===== config.mk =====
export PLATFORM = sky130hd
export DESIGN_NAME = ternary_block_signature_extract_top
export DESIGN_NICKNAME = d
export VERILOG_FILES = /design/src/hdl/tbse_pkg.sv /design/src/hdl/tbse_front.sv /design/src/hdl/tbse_burst.sv /design/src/hdl/ternary_block_signature_extract_top.sv
export SDC_FILE = /design/constraint.sdc
export NUM_CORES = 1
export LEC_CHECK = 0
export ABC_AREA = 1
export BUFFER_PORTS_ARGS = -buffer_cell sky130_fd_sc_hd__buf_2
export CORE_ASPECT_RATIO = 1.5
export CORE_MARGIN = 2
export CORE_UTILIZATION = 35
export DETAILED_ROUTE_END_ITERATION = 10
export RECOVER_POWER = 100
export SKIP_LAST_GASP = 1
export SLEW_MARGIN = 20
export SYNTH_ARGS = -nofsm -noshare
export SYNTH_HDL_FRONTEND = slang
export SYNTH_SLANG_ARGS = --single-unit

===== constraint.sdc =====
create_clock -name clock -period 4.25 [get_ports clock]
set_clock_uncertainty 0.1 [all_clocks]
set_input_delay 0.6375 -clock clock [delete_from_list [all_inputs] [get_ports clock]]
set_output_delay 0.6375 -clock clock [all_outputs]
set_load 0.02 [all_outputs]

===== src/hdl/tbse_pkg.sv =====
// Package for the ternary block signature extractor.
// Holds trit codes, register indexes, result types and the signature helpers.
// No dependencies.
package tbse_pkg;

   // Trits are stored as trit + 1.
   localparam logic [1:0] TRIT_NEG  = 2'd0;
   localparam logic [1:0] TRIT_ZERO = 2'd1;
   localparam logic [1:0] TRIT_POS  = 2'd2;

   // Signature of three zero trits, used as the vertical signature of the last row.
   localparam logic [4:0] SIG_FLAT = 5'd13;

   // Configuration register indexes.
   localparam logic CSR_HIGH_THRESHOLD = 1'b0;
   localparam logic CSR_LOW_THRESHOLD  = 1'b1;

   localparam logic [7:0] HIGH_THRESHOLD_RESET = 8'd170;
   localparam logic [7:0] LOW_THRESHOLD_RESET  = 8'd85;

   localparam int PIXEL_W     = 8;
   localparam int RSP_TDATA_W = 24;

   typedef struct packed {
      logic [7:0] block_index;
      logic [4:0] pixel_sig;
      logic [4:0] hgrad_sig;
      logic [4:0] vgrad_sig;
   } sig_result_type;

   typedef struct packed {
      logic move;
      logic has_block;
      logic is_last;
   } front_status_type;

   // Sign of (b - a) as a trit code.
   function automatic logic [1:0] sign_code(input logic [1:0] a, input logic [1:0] b);
      logic [1:0] res;
      if (b > a) begin
         res = TRIT_POS;
      end else if (b < a) begin
         res = TRIT_NEG;
      end else begin
         res = TRIT_ZERO;
      end
      return res;
   endfunction

   // Base-3 signature 9a + 3b + c of three trit codes.
   function automatic logic [4:0] sig3(input logic [1:0] a, input logic [1:0] b,
                                       input logic [1:0] c);
      return {3'b000, a} * 5'd9 + {3'b000, b} * 5'd3 + {3'b000, c};
   endfunction

endpackage


===== src/hdl/tbse_front.sv =====
// Input register, pixel position counters and trit shift line of the extractor.
// Forms the block of the row above as each block's last pixel leaves the input register.
// Depends on tbse_pkg.
module tbse_front import tbse_pkg::*; #(
   parameter int IMAGE_WIDTH    = 28,
   parameter int IMAGE_HEIGHT   = 28,
   parameter int BLOCKS_PER_ROW = 9
) (
   input  logic                          clock,
   input  logic                          reset,
   input  logic                          req_tvalid,
   input  logic [PIXEL_W-1:0]            req_tdata,
   output logic                          req_tready,
   input  logic [7:0]                    high_threshold,
   input  logic [7:0]                    low_threshold,
   input  logic                          out_free,
   input  logic                          burst_busy,
   output front_status_type              status,
   output sig_result_type                row_result,
   output logic [IMAGE_WIDTH-1:0][1:0]   last_row,
   output logic [7:0]                    last_base
);

   localparam int CW   = $clog2(IMAGE_WIDTH);
   localparam int RW   = (IMAGE_HEIGHT > 2) ? $clog2(IMAGE_HEIGHT) : 1;
   localparam int NB   = (BLOCKS_PER_ROW < IMAGE_WIDTH / 3) ? BLOCKS_PER_ROW
                                                            : IMAGE_WIDTH / 3;
   localparam int LINE = IMAGE_WIDTH + 2;

   logic                    a_valid_ff, a_valid_in;
   logic [PIXEL_W-1:0]      a_pixel_ff, a_pixel_in;
   logic [CW-1:0]           col_ff, col_in;
   logic [RW-1:0]           row_ff, row_in;
   logic [1:0]              phase_ff, phase_in;
   logic [CW-1:0]           blk_ff, blk_in;
   logic [7:0]              row_base_ff, row_base_in;
   logic [LINE-1:0][1:0]    line_ff, line_in;

   logic       col_last, row_last, has_block, is_last, move;
   logic [1:0] q;
   logic [1:0] u0, u1, u2, u3, l0, l1, l2, h2;

   always_comb begin
      if (a_pixel_ff > high_threshold) begin
         q = TRIT_POS;
      end else if (a_pixel_ff < low_threshold) begin
         q = TRIT_NEG;
      end else begin
         q = TRIT_ZERO;
      end
   end

   assign col_last  = (col_ff == CW'(IMAGE_WIDTH - 1));
   assign row_last  = (row_ff == RW'(IMAGE_HEIGHT - 1));
   assign has_block = a_valid_ff && (phase_ff == 2'd2) && (blk_ff < CW'(NB))
                      && (row_ff != '0);
   assign is_last   = a_valid_ff && col_last && row_last;

   // A pixel with no result passes freely; one with a result needs the output slot and
   // no drain in progress, and the image's last pixel waits for the previous drain to end.
   assign move = a_valid_ff && ((!has_block && !is_last) ||
                                (!burst_busy && (out_free || !has_block)));
   assign req_tready = !a_valid_ff || move;

   assign status = '{move: move, has_block: has_block, is_last: is_last};

   // The line holds earlier pixels, newest at index 0: the pixel p transfers back
   // sits at index p - 1, so the row above sits around index IMAGE_WIDTH - 1.
   assign u0 = line_ff[IMAGE_WIDTH+1];
   assign u1 = line_ff[IMAGE_WIDTH];
   assign u2 = line_ff[IMAGE_WIDTH-1];
   assign u3 = line_ff[IMAGE_WIDTH-2];
   assign l0 = line_ff[1];
   assign l1 = line_ff[0];
   assign l2 = q;
   assign h2 = col_last ? TRIT_ZERO : sign_code(u2, u3);

   assign row_result.block_index = row_base_ff - 8'(BLOCKS_PER_ROW) + 8'(blk_ff);
   assign row_result.pixel_sig   = sig3(u0, u1, u2);
   assign row_result.hgrad_sig   = sig3(sign_code(u0, u1), sign_code(u1, u2), h2);
   assign row_result.vgrad_sig   = sig3(sign_code(u0, l0), sign_code(u1, l1),
                                        sign_code(u2, l2));

   // Current row in column order, valid when the last pixel of the row is here.
   always_comb begin
      for (int k = 0; k < IMAGE_WIDTH - 1; k++) begin
         last_row[k] = line_ff[IMAGE_WIDTH-2-k];
      end
      last_row[IMAGE_WIDTH-1] = q;
   end
   assign last_base = row_base_ff;

   always_comb begin
      a_valid_in  = a_valid_ff;
      a_pixel_in  = a_pixel_ff;
      col_in      = col_ff;
      row_in      = row_ff;
      phase_in    = phase_ff;
      blk_in      = blk_ff;
      row_base_in = row_base_ff;
      line_in     = line_ff;
      if (req_tready) begin
         a_valid_in = req_tvalid;
         a_pixel_in = req_tdata;
      end
      if (move) begin
         line_in = {line_ff[LINE-2:0], q};
         if (col_last) begin
            col_in   = '0;
            phase_in = 2'd0;
            blk_in   = '0;
            if (row_last) begin
               row_in      = '0;
               row_base_in = 8'd0;
            end else begin
               row_in      = row_ff + RW'(1);
               row_base_in = row_base_ff + 8'(BLOCKS_PER_ROW);
            end
         end else begin
            col_in = col_ff + CW'(1);
            if (phase_ff == 2'd2) begin
               phase_in = 2'd0;
               blk_in   = blk_ff + CW'(1);
            end else begin
               phase_in = phase_ff + 2'd1;
            end
         end
      end
   end

   always_ff @(posedge clock) begin
      if (reset) begin
         a_valid_ff  <= 1'b0;
         col_ff      <= '0;
         row_ff      <= '0;
         phase_ff    <= 2'd0;
         blk_ff      <= '0;
         row_base_ff <= 8'd0;
      end else begin
         a_valid_ff  <= a_valid_in;
         col_ff      <= col_in;
         row_ff      <= row_in;
         phase_ff    <= phase_in;
         blk_ff      <= blk_in;
         row_base_ff <= row_base_in;
      end
   end

   always_ff @(posedge clock) begin
      a_pixel_ff <= a_pixel_in;
      line_ff    <= line_in;
   end

endmodule


===== src/hdl/tbse_burst.sv =====
// Drain of the last row of an image: a snapshot of the row that shifts by one
// block per emitted result. Depends on tbse_pkg.
module tbse_burst import tbse_pkg::*; #(
   parameter int IMAGE_WIDTH    = 28,
   parameter int BLOCKS_PER_ROW = 9
) (
   input  logic                          clock,
   input  logic                          reset,
   input  logic                          load,
   input  logic [IMAGE_WIDTH-1:0][1:0]   last_row,
   input  logic [7:0]                    last_base,
   input  logic                          out_free,
   output logic                          busy,
   output logic                          take,
   output logic                          final_block,
   output sig_result_type                burst_result
);

   localparam int CW = $clog2(IMAGE_WIDTH);
   localparam int NB = (BLOCKS_PER_ROW < IMAGE_WIDTH / 3) ? BLOCKS_PER_ROW
                                                          : IMAGE_WIDTH / 3;
   // Whether the final block of a row still has a right neighbor column.
   localparam bit LAST_HAS_RIGHT = (3 * NB < IMAGE_WIDTH);

   logic                          busy_ff, busy_in;
   logic [CW-1:0]                 idx_ff, idx_in;
   logic [7:0]                    base_ff, base_in;
   logic [IMAGE_WIDTH-1:0][1:0]   snap_ff, snap_in;
   logic [1:0]                    h2;

   assign busy        = busy_ff;
   assign take        = busy_ff && out_free;
   assign final_block = (idx_ff == CW'(NB - 1));

   assign h2 = (final_block && !LAST_HAS_RIGHT) ? TRIT_ZERO
                                                : sign_code(snap_ff[2], snap_ff[3]);

   assign burst_result.block_index = base_ff + 8'(idx_ff);
   assign burst_result.pixel_sig   = sig3(snap_ff[0], snap_ff[1], snap_ff[2]);
   assign burst_result.hgrad_sig   = sig3(sign_code(snap_ff[0], snap_ff[1]),
                                          sign_code(snap_ff[1], snap_ff[2]), h2);
   assign burst_result.vgrad_sig   = SIG_FLAT;

   always_comb begin
      busy_in = busy_ff;
      idx_in  = idx_ff;
      base_in = base_ff;
      snap_in = snap_ff;
      if (load) begin
         busy_in = 1'b1;
         idx_in  = '0;
         base_in = last_base;
         snap_in = last_row;
      end else if (take) begin
         idx_in = idx_ff + CW'(1);
         if (final_block) begin
            busy_in = 1'b0;
         end
         for (int i = 0; i < IMAGE_WIDTH - 3; i++) begin
            snap_in[i] = snap_ff[i+3];
         end
      end
   end

   always_ff @(posedge clock) begin
      if (reset) begin
         busy_ff <= 1'b0;
         idx_ff  <= '0;
      end else begin
         busy_ff <= busy_in;
         idx_ff  <= idx_in;
      end
   end

   always_ff @(posedge clock) begin
      base_ff <= base_in;
      snap_ff <= snap_in;
   end

endmodule


===== src/hdl/ternary_block_signature_extract_top.sv =====
// Top level of the ternary block signature extractor: threshold registers,
// result register and the two datapath parts. Depends on tbse_pkg, tbse_front
// and tbse_burst.
//
// Usage: grayscale pixels enter on the req_ stream in row-major order, one per
// transfer, images back to back. Each pixel is turned into a trit with the two
// thresholds written over the csr_ port (index 0 high, index 1 low; the port is
// always ready). Results leave on the rsp_ stream, one 3-pixel block per
// transfer, with tlast on the last result caused by a pixel and tuser on the
// final block of an image.
// A block of the row above passes the input register, then the result register,
// before it is offered, and it waits in the input register while the output
// slot is taken. At the last pixel of an image the row snapshot loads first,
// and the first drained block then passes the result register.
// Throughput: one pixel per cycle; the drain gives one result per cycle while
// pixels that cause no result keep flowing. The next image's first block waits
// for the drain to end, which it never reaches first while the receiver keeps up.
// When the receiver stalls, the result stays in the result register; pixels
// that cause no result are still taken, the first that causes one waits.
// Reset clears the pixel position and the pending results and sets the
// thresholds to 170 and 85.
module ternary_block_signature_extract_top import tbse_pkg::*; #(
   parameter int IMAGE_WIDTH    = 28,
   parameter int IMAGE_HEIGHT   = 28,
   parameter int BLOCKS_PER_ROW = 9
) (
   input  logic                   clock,
   input  logic                   reset,
   input  logic                   req_tvalid,
   output logic                   req_tready,
   input  logic [PIXEL_W-1:0]     req_tdata,   // [7:0] pixel
   output logic                   rsp_tvalid,
   input  logic                   rsp_tready,
   // [7:0] block_index, [12:8] pixel_sig, [17:13] hgrad_sig, [22:18] vgrad_sig
   output logic [RSP_TDATA_W-1:0] rsp_tdata,
   output logic                   rsp_tlast,   // run_last
   output logic                   rsp_tuser,   // [0] image_last
   input  logic                   csr_valid,
   output logic                   csr_ready,
   input  logic                   csr_index,
   input  logic [7:0]             csr_data
);

   logic [7:0]                    high_threshold_ff, high_threshold_in;
   logic [7:0]                    low_threshold_ff, low_threshold_in;
   logic                          rsp_valid_ff, rsp_valid_in;
   sig_result_type                rsp_data_ff, rsp_data_in;
   logic                          rsp_last_ff, rsp_last_in;
   logic                          rsp_user_ff, rsp_user_in;

   front_status_type              status;
   sig_result_type                row_result, burst_result;
   logic [IMAGE_WIDTH-1:0][1:0]   last_row;
   logic [7:0]                    last_base;
   logic                          out_free, burst_busy, burst_take, burst_final;
   logic                          row_load, burst_load;

   assign csr_ready = 1'b1;

   always_comb begin
      high_threshold_in = high_threshold_ff;
      low_threshold_in  = low_threshold_ff;
      if (csr_valid) begin
         case (csr_index)
            CSR_HIGH_THRESHOLD: high_threshold_in = csr_data;
            CSR_LOW_THRESHOLD:  low_threshold_in  = csr_data;
            default: ;
         endcase
      end
   end

   assign out_free = !rsp_valid_ff || rsp_tready;

   tbse_front #(
      .IMAGE_WIDTH   (IMAGE_WIDTH),
      .IMAGE_HEIGHT  (IMAGE_HEIGHT),
      .BLOCKS_PER_ROW(BLOCKS_PER_ROW)
   ) u_front (
      .clock         (clock),
      .reset         (reset),
      .req_tvalid    (req_tvalid),
      .req_tdata     (req_tdata),
      .req_tready    (req_tready),
      .high_threshold(high_threshold_ff),
      .low_threshold (low_threshold_ff),
      .out_free      (out_free),
      .burst_busy    (burst_busy),
      .status        (status),
      .row_result    (row_result),
      .last_row      (last_row),
      .last_base     (last_base)
   );

   assign burst_load = status.move && status.is_last;
   assign row_load   = status.move && status.has_block;

   tbse_burst #(
      .IMAGE_WIDTH   (IMAGE_WIDTH),
      .BLOCKS_PER_ROW(BLOCKS_PER_ROW)
   ) u_burst (
      .clock       (clock),
      .reset       (reset),
      .load        (burst_load),
      .last_row    (last_row),
      .last_base   (last_base),
      .out_free    (out_free),
      .busy        (burst_busy),
      .take        (burst_take),
      .final_block (burst_final),
      .burst_result(burst_result)
   );

   // The row above's block never competes with a drain, so the two loads are
   // exclusive. A block formed by the image's last pixel is followed by the drain.
   always_comb begin
      rsp_valid_in = rsp_valid_ff && !rsp_tready;
      rsp_data_in  = rsp_data_ff;
      rsp_last_in  = rsp_last_ff;
      rsp_user_in  = rsp_user_ff;
      if (row_load) begin
         rsp_valid_in = 1'b1;
         rsp_data_in  = row_result;
         rsp_last_in  = !status.is_last;
         rsp_user_in  = 1'b0;
      end else if (burst_take) begin
         rsp_valid_in = 1'b1;
         rsp_data_in  = burst_result;
         rsp_last_in  = burst_final;
         rsp_user_in  = burst_final;
      end
   end

   always_ff @(posedge clock) begin
      if (reset) begin
         high_threshold_ff <= HIGH_THRESHOLD_RESET;
         low_threshold_ff  <= LOW_THRESHOLD_RESET;
         rsp_valid_ff      <= 1'b0;
      end else begin
         high_threshold_ff <= high_threshold_in;
         low_threshold_ff  <= low_threshold_in;
         rsp_valid_ff      <= rsp_valid_in;
      end
   end

   always_ff @(posedge clock) begin
      rsp_data_ff <= rsp_data_in;
      rsp_last_ff <= rsp_last_in;
      rsp_user_ff <= rsp_user_in;
   end

   assign rsp_tvalid = rsp_valid_ff;
   assign rsp_tdata  = {1'b0, rsp_data_ff.vgrad_sig, rsp_data_ff.hgrad_sig,
                        rsp_data_ff.pixel_sig, rsp_data_ff.block_index};
   assign rsp_tlast  = rsp_last_ff;
   assign rsp_tuser  = rsp_user_ff;

   a_no_row_block_during_drain: assert property (@(posedge clock) disable iff (reset)
      burst_busy |-> !row_load)
      else $error("row block transfer while the last row is draining");

   a_drain_not_reentered: assert property (@(posedge clock) disable iff (reset)
      burst_load |-> !burst_busy)
      else $error("new drain started before the previous one ended");

   a_drain_ends_on_final: assert property (@(posedge clock) disable iff (reset)
      (burst_take && burst_final) |=> !burst_busy)
      else $error("drain still busy after its final block");

   a_image_end_is_run_end: assert property (@(posedge clock) disable iff (reset)
      (rsp_tvalid && rsp_tuser) |-> rsp_tlast)
      else $error("image end result without run end");

endmodule


==> out/results.txt <==
Core ar. - 29300 sq um
critical register-to-register path startpoint - u_front.a_pixel_ff[5]$_DFFE_PP_
critical path class - reg -> reg
number of distinct library cells after synthesis - 42
Design Area, Final - 11600 sq um
worst hold path endpoint - u_front.a_pixel_ff[5]$_DFFE_PP_
final setup TNS - 0 ns
post-CTS setup buffer count - 0
DR vias/cell - 4.62
dpl cells - 1465
failing checks - capacitance limit, slew limit
Wirelength per Cell - 13.3 um
ANT nets after route - 0
most common flop cell mapped by yosys - edfxtp_1
worst path required time - 4.42 ns
Detailed Route WL - 20000 um
Synth Area per Inst - 10.0 sq um
Gate Count Post-Synth - 1036
Site Rows - 77
status - finished with violations
Worst-Skew Late Latency - 0.52 ns
Worst Max-Slew Pin Slew - 1.58 ns
Slowest-stage cell, CP - fa_1
critical path's largest stage delay - 0.57 ns
Initial Utilization - 35.4%
crit path DAT - 4.16 ns
synthesized cell area - 10400 sq um
most common library cell in the layout ignoring fill and taps - nand2_1
vias in the first global route - 6988
htree depth - 1
largest net degree at the start of global routing - 61
Iter 0 DRT Violations - 324
DRC - 0
setup slack, reg-to-reg - 0.26 ns
CP most frequent cell - nor2_1
Final setup viols - 0
die span in x - 145 um
Vias - 6959
cell taking the most area after synthesis - edfxtp_1
Async SR Flop Fraction - 0%
Area contributors post-synth - edfxtp_1 45%, nand2_1 11%, dfxtp_1 9.7%
Post-synth EDFFs - 156
overall power - 4.29 mW
RR Endpoint - rsp_tdata[22]$_SDFFCE_PN0P_
CTS Root Cell - clkbuf_16
WP buf/inv - 3
Peak Freq - 0.250 GHz
Cell Chain, Critical Path - ha_1 -> nand4_1 -> o31ai_2 -> inv_1 -> ha_1 -> inv_1 -> nor2_1 -> nor2_1 -> a21oi_2 -> fa_1 -> fa_1 -> inv_1 -> fa_1 -> nor2_1 -> nor2_1 -> xnor2_1 -> nor2_1
Synth Net Count - 1152
Tmin final - 3.99 ns
part of the cycle the worst path needs - 94.0%
CTS Buf Count - 22
port buffer count - 48
placer congestion estimate - 0.772
nature of the critical path endpoint - register
Inserted Diodes - 0
initial antenna violation count - 0
hold path cells - 1
CTS max path bufs - 3
power per cell area - 368 nW/um^2
CP Depth - 17
final cell count without fillers - 1505
Rel. slew slack - -5.25%
total gr overflow - 0
I/O pins - 51
Die ar. - 31100 sq um
most frequent cells in the layout - 308 x nand2_1, 156 x edfxtp_1, 125 x inv_1, 78 x ha_1, 54 x nor2_1
router iterations before antenna repair - 5
Area Growth Syn to Fin - 12.3%
Max VDD drop - 0.334 mV
Reg clk slew, reported paths - 0.06 ns
Yosys warnings - 0
share of cells above drive strength 1 - 6.94%
Post-DP HPWL - 13700 um
Die H - 215 um
hold crit path type - in -> reg
clock sinks - 206
crit start category - register
FF+latch count, synth - 206
CP Max Fanout - 3
Synth top area share - 45.2%
sequential share of the synthesized area - 54.8%
LEAKAGE - 4.97 nW
Fin. Hold Viols - 0
area post-placement - 11000 sq um
max cap viols - 1
nets@finish - 1210
cts hold-fix bufs - 0
GRT Util Overall - 13.3%
hold_sp - req_tdata[5]
final slew viol count - 61
CTS tree - yes
Reg2Reg Depth - 17
first-pass GRT wire length - 33400 um
RSZ-0062 raised after global routing - false
cell family with most CP delay - adder cells
[worst register-to-register path, stage by stage, from the launching register on]
cell	delay, ns
edfxtp_1	0.39
ha_1	0.31
nand4_1	0.14
o31ai_2	0.34
inv_1	0.13
ha_1	0.35
inv_1	0.08
nor2_1	0.04
nor2_1	0.15
a21oi_2	0.08
fa_1	0.57
fa_1	0.19
inv_1	0.06
fa_1	0.40
nor2_1	0.14
nor2_1	0.06
xnor2_1	0.14
nor2_1	0.06
[synth_stat cells, types with 4 or more instances]
master    number
clkbuf_1       6
xnor2_1        8
nand3_1       41
buf_6          6
buf_4          7
xor2_1        27
nand2_1      306
nor3_1         6
inv_1        124
nor2_1        54
o21ai_0       39
ha_1          78
o211ai_1       9
buf_2          4
fa_1          16
a21oi_1       49
nand4_1       13
dfxtp_1       50
edfxtp_1     156
[flip-flops by register name (all words and copies together), names as in the netlist, 8 cells and up]
name                cells
u_front.a_pixel_ff      8
low_threshold_ff        8
u_front.last_row       48
high_threshold_ff       8
rsp_tdata              23
u_burst.base_ff         8
u_front.last_base       8
u_burst.snap_ff        56
[layout make-up]
cell class,count,area (sq um)
clock buffers,24,558
clock inverters,16,129
fillers,2883,17600
inverters,129,487
multi-input cells,678,4030
flip-flops and latches,206,5690
well taps,395,494
repair buffers,57,270
[stage by stage]
step	utilization [%]	hold slack, ns	setup slack [ns]
global placement	37.7	0.329	0.266
floorplan	-	0.326	0.545
detailed placement	37.7	0.333	0.174
global route	39.8	0.167	0.00719
CTS	40.0	0.169	0.172
finish	39.8	0.188	0.256
[cells by family (layout without fill, tap and decap cells)]
logic type,Yosys count,after routing,share of synthesized area [%]
xor gates and xnor gates,35,35,2.96
buffers and inverters,152,226,6.26
AOI/OAI and AO/OA,111,111,5.90
and+or+nand+nor,436,436,17.5
DFF,206,206,54.8
other,2,2,0.0724
adders and majority gates,94,94,12.5
[per-layer routing]
layer	vias to the layer above	global-route usage [%]	wire [um]
met4	0	3.72	382
met2	111	23.8	10100
met3	24	2.18	850
li1	3550	-	-
met5	-	0	0
met1	3274	16.4	8660
[how the worst max path moves through the flow]
| stage | from | end | slack, ns |
|---|---|---|---|
| floorplan | u_front.a_pixel_ff[5]$_DFFE_PP_ | rsp_tdata[22]$_SDFFCE_PN0P_ | 0.55 |
| global placement | u_front.a_pixel_ff[6]$_DFFE_PP_ | rsp_tdata[22]$_SDFFCE_PN0P_ | 0.27 |
| detailed placement | u_front.a_pixel_ff[6]$_DFFE_PP_ | rsp_tdata[22]$_SDFFCE_PN0P_ | 0.17 |
| CTS | u_front.a_pixel_ff[6]$_DFFE_PP_ | rsp_tdata[22]$_SDFFCE_PN0P_ | 0.17 |
| global route | u_front.a_pixel_ff[5]$_DFFE_PP_ | rsp_tdata[22]$_SDFFCE_PN0P_ | 0.007 |
| finish | u_front.a_pixel_ff[5]$_DFFE_PP_ | rsp_tdata[22]$_SDFFCE_PN0P_ | 0.26 |
[what timing repair did]
item,CTS,global route
gates resized for setup,0,2
hold endpoints to repair,0,0
setup endpoints to repair,0,1
[power by group]
part	switching (mW)	internal, mW
clock	0.808	1.02
combinational	0.150	0.0980
sequential	0.0226	2.19
Power figures use the tool's default switching activity.
